$ cat config.mk
export PLATFORM = sky130hd
export DESIGN_NAME = vfd_grid_scan_serializer
export DESIGN_NICKNAME = d
export VERILOG_FILES = /design/src/rtl/core/vgs_pkg.sv /design/src/rtl/core/vfd_grid_scan_serializer.sv /design/src/rtl/core/vgs_word_build.sv
export SDC_FILE = /design/constraint.sdc
export NUM_CORES = 1
export LEC_CHECK = 0
export BUFFER_PORTS_ARGS = -buffer_cell sky130_fd_sc_hd__clkbuf_2
export CORE_MARGIN = 2
export CORE_UTILIZATION = 62
export CTS_CLUSTER_SIZE = 24
export DETAILED_ROUTE_END_ITERATION = 8
export GPL_TIMING_DRIVEN = 1
export HOLD_SLACK_MARGIN = 0.15
export PLACE_DENSITY = 0.88
export SLEW_MARGIN = 0
export SYNTH_ARGS = -nofsm -noshare
export SYNTH_HDL_FRONTEND = slang
export SYNTH_SLANG_ARGS = --single-unit
$ cat constraint.sdc
create_clock -name clk_i -period 3.01 [get_ports clk_i]
set_input_delay 0.4515 -clock clk_i [delete_from_list [all_inputs] [get_ports clk_i]]
set_output_delay 0.4515 -clock clk_i [all_outputs]
set_load 0.01 [all_outputs]
$ cat src/rtl/core/vgs_pkg.sv
// Shared types, codes and lookup tables for the display grid scan serializer.
`default_nettype none

package vgs_pkg;

  // Number of display grids scanned in turn
  localparam int unsigned GridCount = 7;

  // Digit code that shows an empty grid
  localparam logic [3:0] DigitBlank = 4'ha;

  // Fixed high byte of every grid word
  localparam logic [7:0] WordTopByte = 8'h02;

  // Top byte held in the word register at reset; the first word build replaces it before any byte is sent
  localparam logic [7:0] ResetTopByte = 8'h03;

  // Request codes carried in the mode field
  typedef enum logic [1:0] {
    ModeTick  = 2'd0,
    ModeDigit = 2'd1,
    ModeSym   = 2'd2,
    ModeBlank = 2'd3
  } mode_e;

  // Input beat
  typedef struct packed {
    logic [1:0] mode;
    logic [2:0] position;
    logic [3:0] digit;
    logic [2:0] symbol;
  } in_t;

  // Result beat
  typedef struct packed {
    logic data_pin;
    logic shift_clock;
    logic latch_clock;
    logic clear_line;
    logic write_error;
  } out_t;

  // Driven pin levels
  typedef struct packed {
    logic clear;
    logic latch;
    logic sclk;
    logic data;
  } pins_t;

  // Segment pattern, low byte; blank above nine
  function automatic logic [7:0] seg_lo(input logic [3:0] d);
    logic [7:0] r;
    unique case (d)
      4'd0:    r = 8'h6d;
      4'd1:    r = 8'h28;
      4'd2:    r = 8'h65;
      4'd3:    r = 8'h6c;
      4'd4:    r = 8'h28;
      4'd5:    r = 8'h4c;
      4'd6:    r = 8'h4d;
      4'd7:    r = 8'h68;
      4'd8:    r = 8'h6d;
      4'd9:    r = 8'h6c;
      default: r = 8'h00;
    endcase
    return r;
  endfunction

  // Segment pattern, high byte; blank above nine
  function automatic logic [7:0] seg_hi(input logic [3:0] d);
    logic [7:0] r;
    unique case (d)
      4'd0:    r = 8'h80;
      4'd2,
      4'd3:    r = 8'h20;
      4'd4,
      4'd5,
      4'd6,
      4'd8,
      4'd9:    r = 8'ha0;
      default: r = 8'h00;
    endcase
    return r;
  endfunction

  // Byte that holds a grid's select bit
  function automatic logic [1:0] grid_byte(input logic [2:0] g);
    logic [1:0] r;
    unique case (g)
      3'd0, 3'd1:       r = 2'd2;
      3'd2, 3'd3, 3'd4: r = 2'd1;
      default:          r = 2'd0;
    endcase
    return r;
  endfunction

  // Mask of a grid's select bit
  function automatic logic [7:0] grid_mask(input logic [2:0] g);
    logic [7:0] r;
    unique case (g)
      3'd0:    r = 8'h04;
      3'd1:    r = 8'h20;
      3'd2:    r = 8'h01;
      3'd3:    r = 8'h10;
      3'd4:    r = 8'h40;
      3'd5:    r = 8'h02;
      default: r = 8'h10;
    endcase
    return r;
  endfunction

  // Symbol table: target byte
  function automatic logic [1:0] sym_byte(input logic [2:0] s);
    logic [1:0] r;
    unique case (s)
      3'd2:    r = 2'd1;
      3'd7:    r = 2'd0;
      default: r = 2'd2;
    endcase
    return r;
  endfunction

  // Symbol table: grid that shows the symbol
  function automatic logic [2:0] sym_grid(input logic [2:0] s);
    logic [2:0] r;
    unique case (s)
      3'd0:    r = 3'd1;
      3'd1:    r = 3'd2;
      3'd2:    r = 3'd0;
      3'd3:    r = 3'd3;
      3'd4:    r = 3'd4;
      3'd5:    r = 3'd5;
      default: r = 3'd6;
    endcase
    return r;
  endfunction

  // Symbol table: bits set in the target byte
  function automatic logic [7:0] sym_bits(input logic [2:0] s);
    logic [7:0] r;
    unique case (s)
      3'd0:    r = 8'h80;
      3'd1:    r = 8'h40;
      3'd2:    r = 8'h02;
      3'd3:    r = 8'h08;
      3'd4:    r = 8'h02;
      3'd5:    r = 8'h01;
      3'd6:    r = 8'h08;
      default: r = 8'h80;
    endcase
    return r;
  endfunction

endpackage

`default_nettype wire

$ cat src/rtl/core/vfd_grid_scan_serializer.sv
// Latency: a result beat is valid in the cycle after its input beat is accepted.
// Throughput: one beat per cycle; every request is a single table lookup and
// state update done between the input handshake and the result register.
// Input ready drops only while a result is held and the sink is stalled.
// Reset (async, active low): scan at word build, digits blank, symbols clear,
// clear line high, other pins low, no result pending.
`default_nettype none

module vfd_grid_scan_serializer #(
  parameter int unsigned GridCount = vgs_pkg::GridCount,
  localparam int unsigned GridW = $clog2(GridCount)
) (
  input  wire logic        clk_i,
  input  wire logic        rst_ni,
  input  wire logic        in_valid_i,
  output logic             in_ready_o,
  input  wire vgs_pkg::in_t in_data_i,
  output logic             out_valid_o,
  input  wire logic        out_ready_i,
  output vgs_pkg::out_t    out_data_o
);

  typedef enum logic [2:0] {
    PhBuild = 3'd0,
    PhClear = 3'd1,
    PhLoad  = 3'd2,
    PhClkLo = 3'd3,
    PhClkHi = 3'd4,
    PhLatch = 3'd5
  } phase_e;

  phase_e                         phase_q, phase_d;
  logic [GridCount-1:0][3:0]      digits_q, digits_d;
  logic [GridCount-1:0][1:0]      sym_sel_q, sym_sel_d;
  logic [GridCount-1:0][7:0]      sym_bits_q, sym_bits_d;
  logic [3:0][7:0]                word_q, word_d;
  logic [7:0]                     shift_q, shift_d;
  logic [3:0]                     bits_q, bits_d;
  logic [1:0]                     ptr_q, ptr_d;
  logic [GridW-1:0]               grid_q, grid_d;
  vgs_pkg::pins_t                 pins_q, pins_d;
  logic                           out_valid_q, out_valid_d;
  vgs_pkg::out_t                  out_q, out_d;

  logic                           accept;
  logic                           err;
  logic [GridW-1:0]               g;
  logic [3:0][7:0]                built;
  logic [2:0]                     sg;

  // Take a beat whenever the result register is free or draining
  assign in_ready_o = !out_valid_q || out_ready_i;
  assign accept     = in_valid_i && in_ready_o;

  // Wrap an out-of-range grid index back to the first grid
  assign g  = (grid_q >= GridW'(GridCount)) ? '0 : grid_q;
  assign sg = vgs_pkg::sym_grid(in_data_i.symbol);

  vgs_word_build #(
    .GridCount(GridCount)
  ) u_word_build (
    .grid_i    (g),
    .digit_i   (digits_q[g]),
    .sym_sel_i (sym_sel_q[g]),
    .sym_bits_i(sym_bits_q[g]),
    .word_o    (built)
  );

  // Next state of the sequencer and the display stores
  always_comb begin
    phase_d    = phase_q;
    digits_d   = digits_q;
    sym_sel_d  = sym_sel_q;
    sym_bits_d = sym_bits_q;
    word_d     = word_q;
    shift_d    = shift_q;
    bits_d     = bits_q;
    ptr_d      = ptr_q;
    grid_d     = grid_q;
    pins_d     = pins_q;
    err        = 1'b0;
    if (accept) begin
      unique case (vgs_pkg::mode_e'(in_data_i.mode))
        vgs_pkg::ModeTick: begin
          unique case (phase_q)
            PhClear: begin
              pins_d.clear = 1'b1;
              phase_d      = PhLoad;
            end
            PhLoad: begin
              shift_d = word_q[ptr_q];
              ptr_d   = ptr_q + 2'd1;
              bits_d  = 4'd8;
              phase_d = PhClkLo;
            end
            PhClkLo: begin
              pins_d.data = shift_q[0];
              pins_d.sclk = 1'b0;
              phase_d     = PhClkHi;
            end
            PhClkHi: begin
              shift_d     = shift_q >> 1;
              bits_d      = bits_q - 4'd1;
              pins_d.sclk = 1'b1;
              if (bits_d != 4'd0) begin
                phase_d = PhClkLo;
              end else begin
                pins_d.latch = 1'b0;
                phase_d      = PhLatch;
              end
            end
            PhLatch: begin
              pins_d.sclk = 1'b0;
              if (ptr_q == 2'd0) begin
                phase_d = PhBuild;
              end else begin
                if (ptr_q == 2'd3) begin
                  pins_d.latch = 1'b1;
                end
                phase_d = PhLoad;
              end
            end
            default: begin
              pins_d.sclk = 1'b0;
              word_d      = built;
              grid_d      = (g == GridW'(GridCount - 1)) ? '0 : g + GridW'(1);
              phase_d     = PhClear;
            end
          endcase
        end
        vgs_pkg::ModeDigit: begin
          if (32'(in_data_i.position) < GridCount) begin
            digits_d[in_data_i.position[GridW-1:0]] = in_data_i.digit;
          end else begin
            err = 1'b1;
          end
        end
        vgs_pkg::ModeSym: begin
          sym_sel_d[sg[GridW-1:0]]  = vgs_pkg::sym_byte(in_data_i.symbol);
          sym_bits_d[sg[GridW-1:0]] = vgs_pkg::sym_bits(in_data_i.symbol);
        end
        vgs_pkg::ModeBlank: begin
          for (int i = 0; i < GridCount; i++) begin
            digits_d[i]   = vgs_pkg::DigitBlank;
            sym_sel_d[i]  = 2'd0;
            sym_bits_d[i] = 8'h00;
          end
        end
        default: begin
          err = 1'b0;
        end
      endcase
    end
  end

  // Result register: hold until the sink takes it
  always_comb begin
    out_valid_d = out_valid_q;
    out_d       = out_q;
    if (accept) begin
      out_valid_d       = 1'b1;
      out_d.data_pin    = pins_d.data;
      out_d.shift_clock = pins_d.sclk;
      out_d.latch_clock = pins_d.latch;
      out_d.clear_line  = pins_d.clear;
      out_d.write_error = err;
    end else if (out_ready_i) begin
      out_valid_d = 1'b0;
    end
  end

  always_ff @(posedge clk_i or negedge rst_ni) begin
    if (!rst_ni) begin
      phase_q     <= PhBuild;
      for (int i = 0; i < GridCount; i++) begin
        digits_q[i]   <= vgs_pkg::DigitBlank;
        sym_sel_q[i]  <= 2'd0;
        sym_bits_q[i] <= 8'h00;
      end
      word_q      <= {vgs_pkg::ResetTopByte, 8'h00, 8'h00, 8'h00};
      shift_q     <= 8'h00;
      bits_q      <= 4'd0;
      ptr_q       <= 2'd3;
      grid_q      <= '0;
      pins_q      <= '{clear: 1'b1, latch: 1'b0, sclk: 1'b0, data: 1'b0};
      out_valid_q <= 1'b0;
    end else begin
      phase_q     <= phase_d;
      digits_q    <= digits_d;
      sym_sel_q   <= sym_sel_d;
      sym_bits_q  <= sym_bits_d;
      word_q      <= word_d;
      shift_q     <= shift_d;
      bits_q      <= bits_d;
      ptr_q       <= ptr_d;
      grid_q      <= grid_d;
      pins_q      <= pins_d;
      out_valid_q <= out_valid_d;
    end
  end

  // Result payload needs no reset
  always_ff @(posedge clk_i) begin
    out_q <= out_d;
  end

  assign out_valid_o = out_valid_q;
  assign out_data_o  = out_q;

  // The clear line never drops once out of reset
  a_clear_high: assert property (@(posedge clk_i) disable iff (!rst_ni)
    out_valid_o |-> out_data_o.clear_line)
    else $error("clear line dropped");

  // A digit write to a missing grid reports an error in the next result
  a_bad_pos_err: assert property (@(posedge clk_i) disable iff (!rst_ni)
    (accept && in_data_i.mode == vgs_pkg::ModeDigit &&
     32'(in_data_i.position) >= GridCount) |=> (out_valid_o && out_data_o.write_error))
    else $error("rejected digit write not flagged");

  // Requests other than a tick leave the sequencer where it was
  a_hold_phase: assert property (@(posedge clk_i) disable iff (!rst_ni)
    (accept && in_data_i.mode != vgs_pkg::ModeTick) |=> $stable(phase_q))
    else $error("sequencer moved on a non-tick request");

  // The bit counter never exceeds one byte
  a_bits_range: assert property (@(posedge clk_i) disable iff (!rst_ni)
    bits_q <= 4'd8)
    else $error("bit counter out of range");

endmodule

`default_nettype wire

$ cat src/rtl/core/vgs_word_build.sv
// Assembles the four-byte shift word for one grid.
`default_nettype none

module vgs_word_build #(
  parameter int unsigned GridCount = vgs_pkg::GridCount,
  localparam int unsigned GridW = $clog2(GridCount)
) (
  input  wire logic [GridW-1:0] grid_i,
  input  wire logic [3:0]       digit_i,
  input  wire logic [1:0]       sym_sel_i,
  input  wire logic [7:0]       sym_bits_i,
  output logic [3:0][7:0]       word_o
);

  logic [3:0] d;
  logic [2:0] g;

  // Clamp digit codes above blank to blank
  assign d = (digit_i > vgs_pkg::DigitBlank) ? vgs_pkg::DigitBlank : digit_i;
  assign g = 3'(grid_i);

  // Segments, then grid select, then symbol bits
  always_comb begin
    word_o    = '0;
    word_o[0] = vgs_pkg::seg_lo(d);
    word_o[1] = vgs_pkg::seg_hi(d);
    word_o[2] = 8'h00;
    word_o[3] = vgs_pkg::WordTopByte;
    word_o[vgs_pkg::grid_byte(g)] = word_o[vgs_pkg::grid_byte(g)] | vgs_pkg::grid_mask(g);
    word_o[sym_sel_i] = word_o[sym_sel_i] | sym_bits_i;
  end

endmodule

`default_nettype wire

# Word-level counts from Yosys, hierarchy flattened
# Memory sizes are Yosys's and may differ from the RTL's.
# Cells that the tools add are included.
dict set report op_classes {
  n_reduce_logical 28
  magnitude_cmp 13
  mux 60
  bitwise_logic 3
  n_eq_ne 23
  n_addsub 3
}
# op count
set ops {}
lappend ops {{one-hot mux 56 bit (2 select lines)} 1}
lappend ops {{2-to-1 mux 8 bit} 9}
lappend ops {{bitwise mux 32 bit} 2}
lappend ops {{bitwise mux 56 bit} 1}
lappend ops {{one-hot mux 28 bit (2 select lines)} 1}
lappend ops {{binary-select mux 8 bit (select 2 bit)} 3}
lappend ops {{one-hot mux 7 bit (5 select lines)} 1}
lappend ops {{demux 8 bit (select 2 bit)} 2}
lappend ops {{one-hot mux 8 bit (4 select lines)} 1}
lappend ops {{bitwise mux 28 bit} 1}
lappend ops {{2-to-1 mux 28 bit} 1}
lappend ops {{one-hot mux 14 bit (2 select lines)} 1}
lappend ops {{equality test 3 bit (second input constant)} 9}
lappend ops {{binary-select mux 8 bit (select 3 bit)} 1}
lappend ops {{demux 8 bit (select 3 bit)} 1}
lappend ops {{2-to-1 mux 4 bit} 5}
lappend ops {{equality test 3 x 2 -> 1 bit (second input constant)} 6}
lappend ops {{one-hot mux 3 bit (6 select lines)} 1}
lappend ops {{one-hot mux 8 bit (2 select lines)} 1}
lappend ops {{one-hot mux 3 bit (5 select lines)} 1}
lappend ops {{bitwise mux 14 bit} 1}
lappend ops {{binary-select mux 4 bit (select 3 bit)} 1}
lappend ops {{demux 4 bit (select 3 bit)} 1}
lappend ops {{< comparator 3 x 4 -> 1 bit (second input constant)} 3}
lappend ops {{36 further kinds} 75}
dict set report totals {
  ff_bits 160
  mem_bits_ro 112
  elab_cells 172
  in_bits 16
  output_inout_bits 7
  n_memories 2
}
# memory words word_bits rd rd_ports_with_merged_regs wr line
set memory_table {}
lappend memory_table {{(name not given)} 16 5 1 0 0 vgs_pkg.sv:54} ;# unique case (d)
lappend memory_table {{(name not given)} 16 2 1 0 0 vgs_pkg.sv:73} ;# unique case (d)

# Longest topological paths before layout
# An unclocked memory read counts as a cell.
dict set report logic_depth {
  ltp_word 15
  mapped_depth 13
  depth_no_buf 10
}

# Hierarchy
# Synthesis repeated with hierarchy kept, for this count alone.
dict set report hier_totals {
  cells_unflattened 653
  area_unflattened_um2 7293.2
}
# mod cells_per_inst area_each_um2 seq_area_each_um2 n_inst
set by_module_without_submodules {}
lappend by_module_without_submodules {vfd_grid_scan_serializer 576 6784.0 3527.1 1}
lappend by_module_without_submodules {vgs_word_build 77 509.2 0.0 1}

# Worst setup path before layout
# OpenSTA, ideal clock, no wires.
dict set report synth_timing {
  path_kind {flip-flop to flip-flop}
  from {register grid_q[0]}
  to {register word_q[15] in the netlist's numbering}
  setup_time_ns 0.137
  stages_incl_launch_ff 13
  path_buffers 2
  period_less_slack_ns 2.457
  arrival_ns 2.320
  required_ns 2.873
  slack_ns 0.553
  path_cell_list {dfrtp_1 -> buf_2 -> or3b_1 -> a21oi_1 -> a211o_1 -> buf_4 -> nand2_1 -> nand2_1 -> inv_1 -> ha_1 -> or3_1 -> o2111ai_1 -> o311ai_1}
}
dict set report synth_via {
  elab_chain_cells 15
  elab_cells_between_ends 37
  cone_classes {order compare: 6; eq/ne: 4; mux: 19; bitwise: 2; reduce/logical: 5; memory: 1}
}
# item line
set synth_rtl {}
lappend synth_rtl {{start: declaration} vfd_grid_scan_serializer.sv:40} ;# logic [GridW-1:0] grid_q, grid_d;
lappend synth_rtl {{start signal: assignment} vfd_grid_scan_serializer.sv:196} ;# grid_q <= grid_d;
lappend synth_rtl {{>= comparator 3 bit} vfd_grid_scan_serializer.sv:56} ;# assign g = (grid_q >= GridW'(GridCount)) ? '0 : grid_q;
lappend synth_rtl {{2-to-1 mux 3 bit *} vfd_grid_scan_serializer.sv:56}
lappend synth_rtl {{binary-select mux 4 bit (select 3 bit)} vfd_grid_scan_serializer.sv:63} ;# .digit_i (digits_q[g]),
lappend synth_rtl {{2-to-1 mux 4 bit (not written as such)} vfd_grid_scan_serializer.sv:63}
lappend synth_rtl {{> comparator 4 bit} vgs_word_build.sv:19} ;# assign d = (digit_i > vgs_pkg::DigitBlank) ? vgs_pkg::DigitBlank : digit_i;
lappend synth_rtl {{2-to-1 mux 4 bit} vgs_word_build.sv:19}
lappend synth_rtl {{memory read (16 x 2 bit)} -}
lappend synth_rtl {{binary-select mux 8 bit (select 2 bit)} vgs_word_build.sv:29} ;# word_o[vgs_pkg::grid_byte(g)] = word_o[vgs_pkg::grid_byte(g)] | vgs_pkg::grid_mask(g);
lappend synth_rtl {{2-to-1 mux 8 bit (not written as such)} vgs_word_build.sv:29}
lappend synth_rtl {{bitwise OR 8 x 7 -> 8 bit} vgs_word_build.sv:29}
lappend synth_rtl {{bitwise mux 32 bit} vgs_word_build.sv:29}
lappend synth_rtl {{binary-select mux 8 bit (select 2 bit)} vgs_word_build.sv:30} ;# word_o[sym_sel_i] = word_o[sym_sel_i] | sym_bits_i;
lappend synth_rtl {{2-to-1 mux 8 bit (not written as such)} vgs_word_build.sv:30}
lappend synth_rtl {{bitwise OR 8 bit} vgs_word_build.sv:30}
lappend synth_rtl {{bitwise mux 32 bit *} vgs_word_build.sv:30}
lappend synth_rtl {{end signal: assignment} vfd_grid_scan_serializer.sv:180} ;# word_q <= {vgs_pkg::ResetTopByte, 8'h00, 8'h00, 8'h00};
lappend synth_rtl {{end signal: assignment} vfd_grid_scan_serializer.sv:192} ;# word_q <= word_d;
lappend synth_rtl {{end: declaration} vfd_grid_scan_serializer.sv:36} ;# logic [3:0][7:0] word_q, word_d;
# Every way passes the cells marked *; elsewhere a longest branch is shown, timed or not. The select of a mux whose other input is x is not followed.
# A chain may end at the register's enable or synchronous reset.

# Worst setup path in the final report
dict set report layout_timing {
  from {register grid_q[1]}
  to {register word_q[15] in the netlist's numbering}
}
# Same word-level chain as after synthesis.

==> key figures <==
Clocking
  – Worst-path clk slew: 60 ps
  – Clock latency at the later pin of the worst-skew pair: 550 ps
  – Num Clock Sinks: 139
  – Post-CTS repair timing setup buffer count: 0
  – H-tree levels: 4
  – Clock root cell: clkbuf_8
  – Clk buf depth: 2
  – CTS tree: yes
  – Total CTS buffers: 17

Final layout
  – Finished Layout Cells: 850
  – Most frequent cells in the layout: dfrtp_1, nand2_1, nor2_1, and2_1, a21oi_1
  – Area Overhead vs Synth: 11.8%
  – Filler Cells Inserted: 730
  – Layout cells sized above 1: 17.3%
  – N_diodes: 0
  – Commonest non-fill, non-tap cell in the layout: dfrtp_1
  – Layout Nets: 723
  – Utilization after layout: 71.0%

Synth
  – Mapped Nets: 698
  – Seq/Total Area, Yosys: 51.5%
  – Biggest area consumer among synthesized cells: dfrtp_1
  – Mapped Area: 6850 µm²
  – Avg Inst Size Synth: 10.2 µm²
  – Post-synth top area share: 42.0%
  – Post-synth ARST share: 96.4%
  – Gate Count Post-Synth: 672
  – Synthesis Warnings: 0
  – Top cells by area, synth: dfrtp_1, dfstp_2, and2_1
  – EDFF count, synth: 5
  – #FFs+latches synth: 139
  – Most common flop cell mapped by yosys: dfrtp_1
  – Post-synthesis cell type count: 67

Timing
  – Max Freq: 359 MHz
  – Final period util: 92.5%
  – Final Max Tran Viols: 0
  – Setup TNS Final: 0 ps
  – Setup Viol. Count Final: 0
  – Final hold violation count: 0
  – Unrepaired setup endpoints after global routing: no
  – Worst hold margin: 197 ps
  – Final min period: 2790 ps
  – Worst Tran Pin Value: 700 ps
  – Slew Limit Headroom: 52.9%
  – Fin Clk Skew: 10.0 ps

Detailed routing
  – Drt first pass iters: 5
  – Total Wirelength: 16600 µm
  – Initial DRC Count: 480
  – Overall via count from detail_route: 5441
  – Antenna Nets Post-Route: 0
  – DRC errors left: 0
  – Vias per std cell: 6.40
  – Routed WL per cell: 19.5 µm

Job
  – Max_cap viols: 0

Setup path
  – CP Data Arrival Time: 3200 ps
  – Worst setup EP type: flip-flop
  – CP startpoint kind: flip-flop
  – CP Data Required Time: 3420 ps
  – CP Class: reg2reg
  – Critical Path Fanout Max: 18

Placed design
  – Routability cong.: 0.942
  – Placed Instances: 816
  – I/O Buffers: 22
  – HPWL Detailed: 11100 µm

Global routing
  – GRT Total Usage: 30.3%
  – Global-route wire length before repair: 27100 µm
  – Vias in the first global route: 5384
  – Pin count of the biggest net entering global routing: 90
  – Antenna violations before repair: 0
  – GRT overflow: 0

Floorplanning
  – Ports: 23
  – Die area: 11900 µm²
  – Height of the die: 109 µm
  – CORE AREA: 10800 µm²
  – Width of the die: 109 µm
  – Initial core utilization: 63.5%
  – # rows: 38

Power and ir drop
  – Pwr dens: 945 nW/µm²
  – Peak supply drop: 0.623 mV
  – P_leak: 3.37 nW

Worst hold path
  – HP Class: in2reg

Outcome
  – Status: finished clean
==> path summary, 6_finish.rpt <==
path | slack (ps) | to | startpoint | cells past startpoint
worst max-delay path | 220 | word_q[15] | grid_q[1] | 11
worst min-delay path | 200 | digits_q[21] | in_data_i[4] | 2
worst max register to register | 220 | word_q[15] | grid_q[1] | 11
worst min register to register | 490 | sym_bits_q[51] | sym_bits_q[51] | 1
min in group asynchronous | 450 | bits_q[1] | rst_ni | 3
max in group asynchronous | 2080 | sym_sel_q[5] | rst_ni | 3
==> registers in the layout (all words and copies together), names as in the netlist <==
signal and count:
sym_sel_q 14, sym_bits_q 35, out_data_o 5, shift_q 8, ptr_q 2, word_q 32, grid_q 3, pins_q 4
bits_q 4, phase_q 3, out_valid_o 1, digits_q 28
==> cell usage after synthesis, drive strengths merged (4+ instances only) <==
master and n:
a211oi 5, a21o 5, a21oi 40, a22o 7, a31oi 5, and2 44
buf 21, clkbuf 14, dfrtp 115, dfstp 19, edfxtp 5, ha 10
inv 26, mux2 13, mux2i 13, mux4 10, nand2 67, nand2b 13
nand3 10, nor2 56, nor2b 9, nor3 14, o21a 15, o21ai 41
o22a 6, o22ai 29, o31ai 9, o32a 4, or3 5, xnor2 4
==> where the power goes <==
group	total, mW	switching, mW	internal, mW
registers	2.73	0.389	2.34
logic	2.58	1.47	1.12
clock network	1.92	0.827	1.09
==> layout make-up <==
| class | instances | area, µm² | share of cell area [%] |
|---|---|---|---|
| Clock buffer | 18 | 418 | 5.46 |
| Clock inverter | 14 | 120 | 1.57 |
| Inverter | 27 | 101 | 1.32 |
| Multi-Input combinational cell | 471 | 3040 | 39.7 |
| Sequential cell | 139 | 3530 | 46.1 |
| Tap cell | 140 | 175 | 2.29 |
| Timing Repair Buffer | 41 | 273 | 3.56 |
==> layer usage <==
metal / vias to the layer above / part of all wire (%) / global-route usage [%]
li1: 2443 / - / -
met1: 2697 / 40 / 38.5
met2: 250 / 50 / 49.2
met3: 51 / 7.2 / 8.25
met4: 0 / 3.1 / 12.9
met5: - / 0 / 0
==> kinds of logic (layout without fill, tap and decap cells) <==
family	count (synthesis)	count (layout)	synth area share, %
mux	36	36	7.38
compound gates	189	189	18.1
flops	139	139	51.5
simple gates	232	232	16.6
buf+inv	62	100	4.11
fa+ha+maj	10	10	1.83
xor+xnor	4	4	0.511
==> metrics by stage <==
stage | cell area, µm² | setup slack, ps | total power [mW]
3_3_place_gp | 7100 | 512 | 5.09
3_5_place_dp | 7100 | 285 | 5.25
2_1_floorplan | 6850 | 553 | 4.63
5_1_grt | 7660 | 71.9 | 7.63
6_report | 7660 | 225 | 7.24
4_1_cts | 7660 | 192 | 7.20
==> timing repair <==
item / in CTS / in global routing
resized for setup: 0 / 1
hold buffers: 2 / 0
endpoints found under the hold margin: 116 / 0
setup endpoints to repair: 0 / 1
==> worst max-delay path, cell delays in order, from the launching register on <==
cell and delay [ps]:
dfrtp_1 420, buf_4 220, nor3b_1 170, o21ai_1 270
a22o_1 320, nand2_1 130, nand2_1 130, inv_1 90
ha_1 230, or3_1 390, o2111ai_1 140, o311ai_1 140
(Power assumes the default switching activity.)
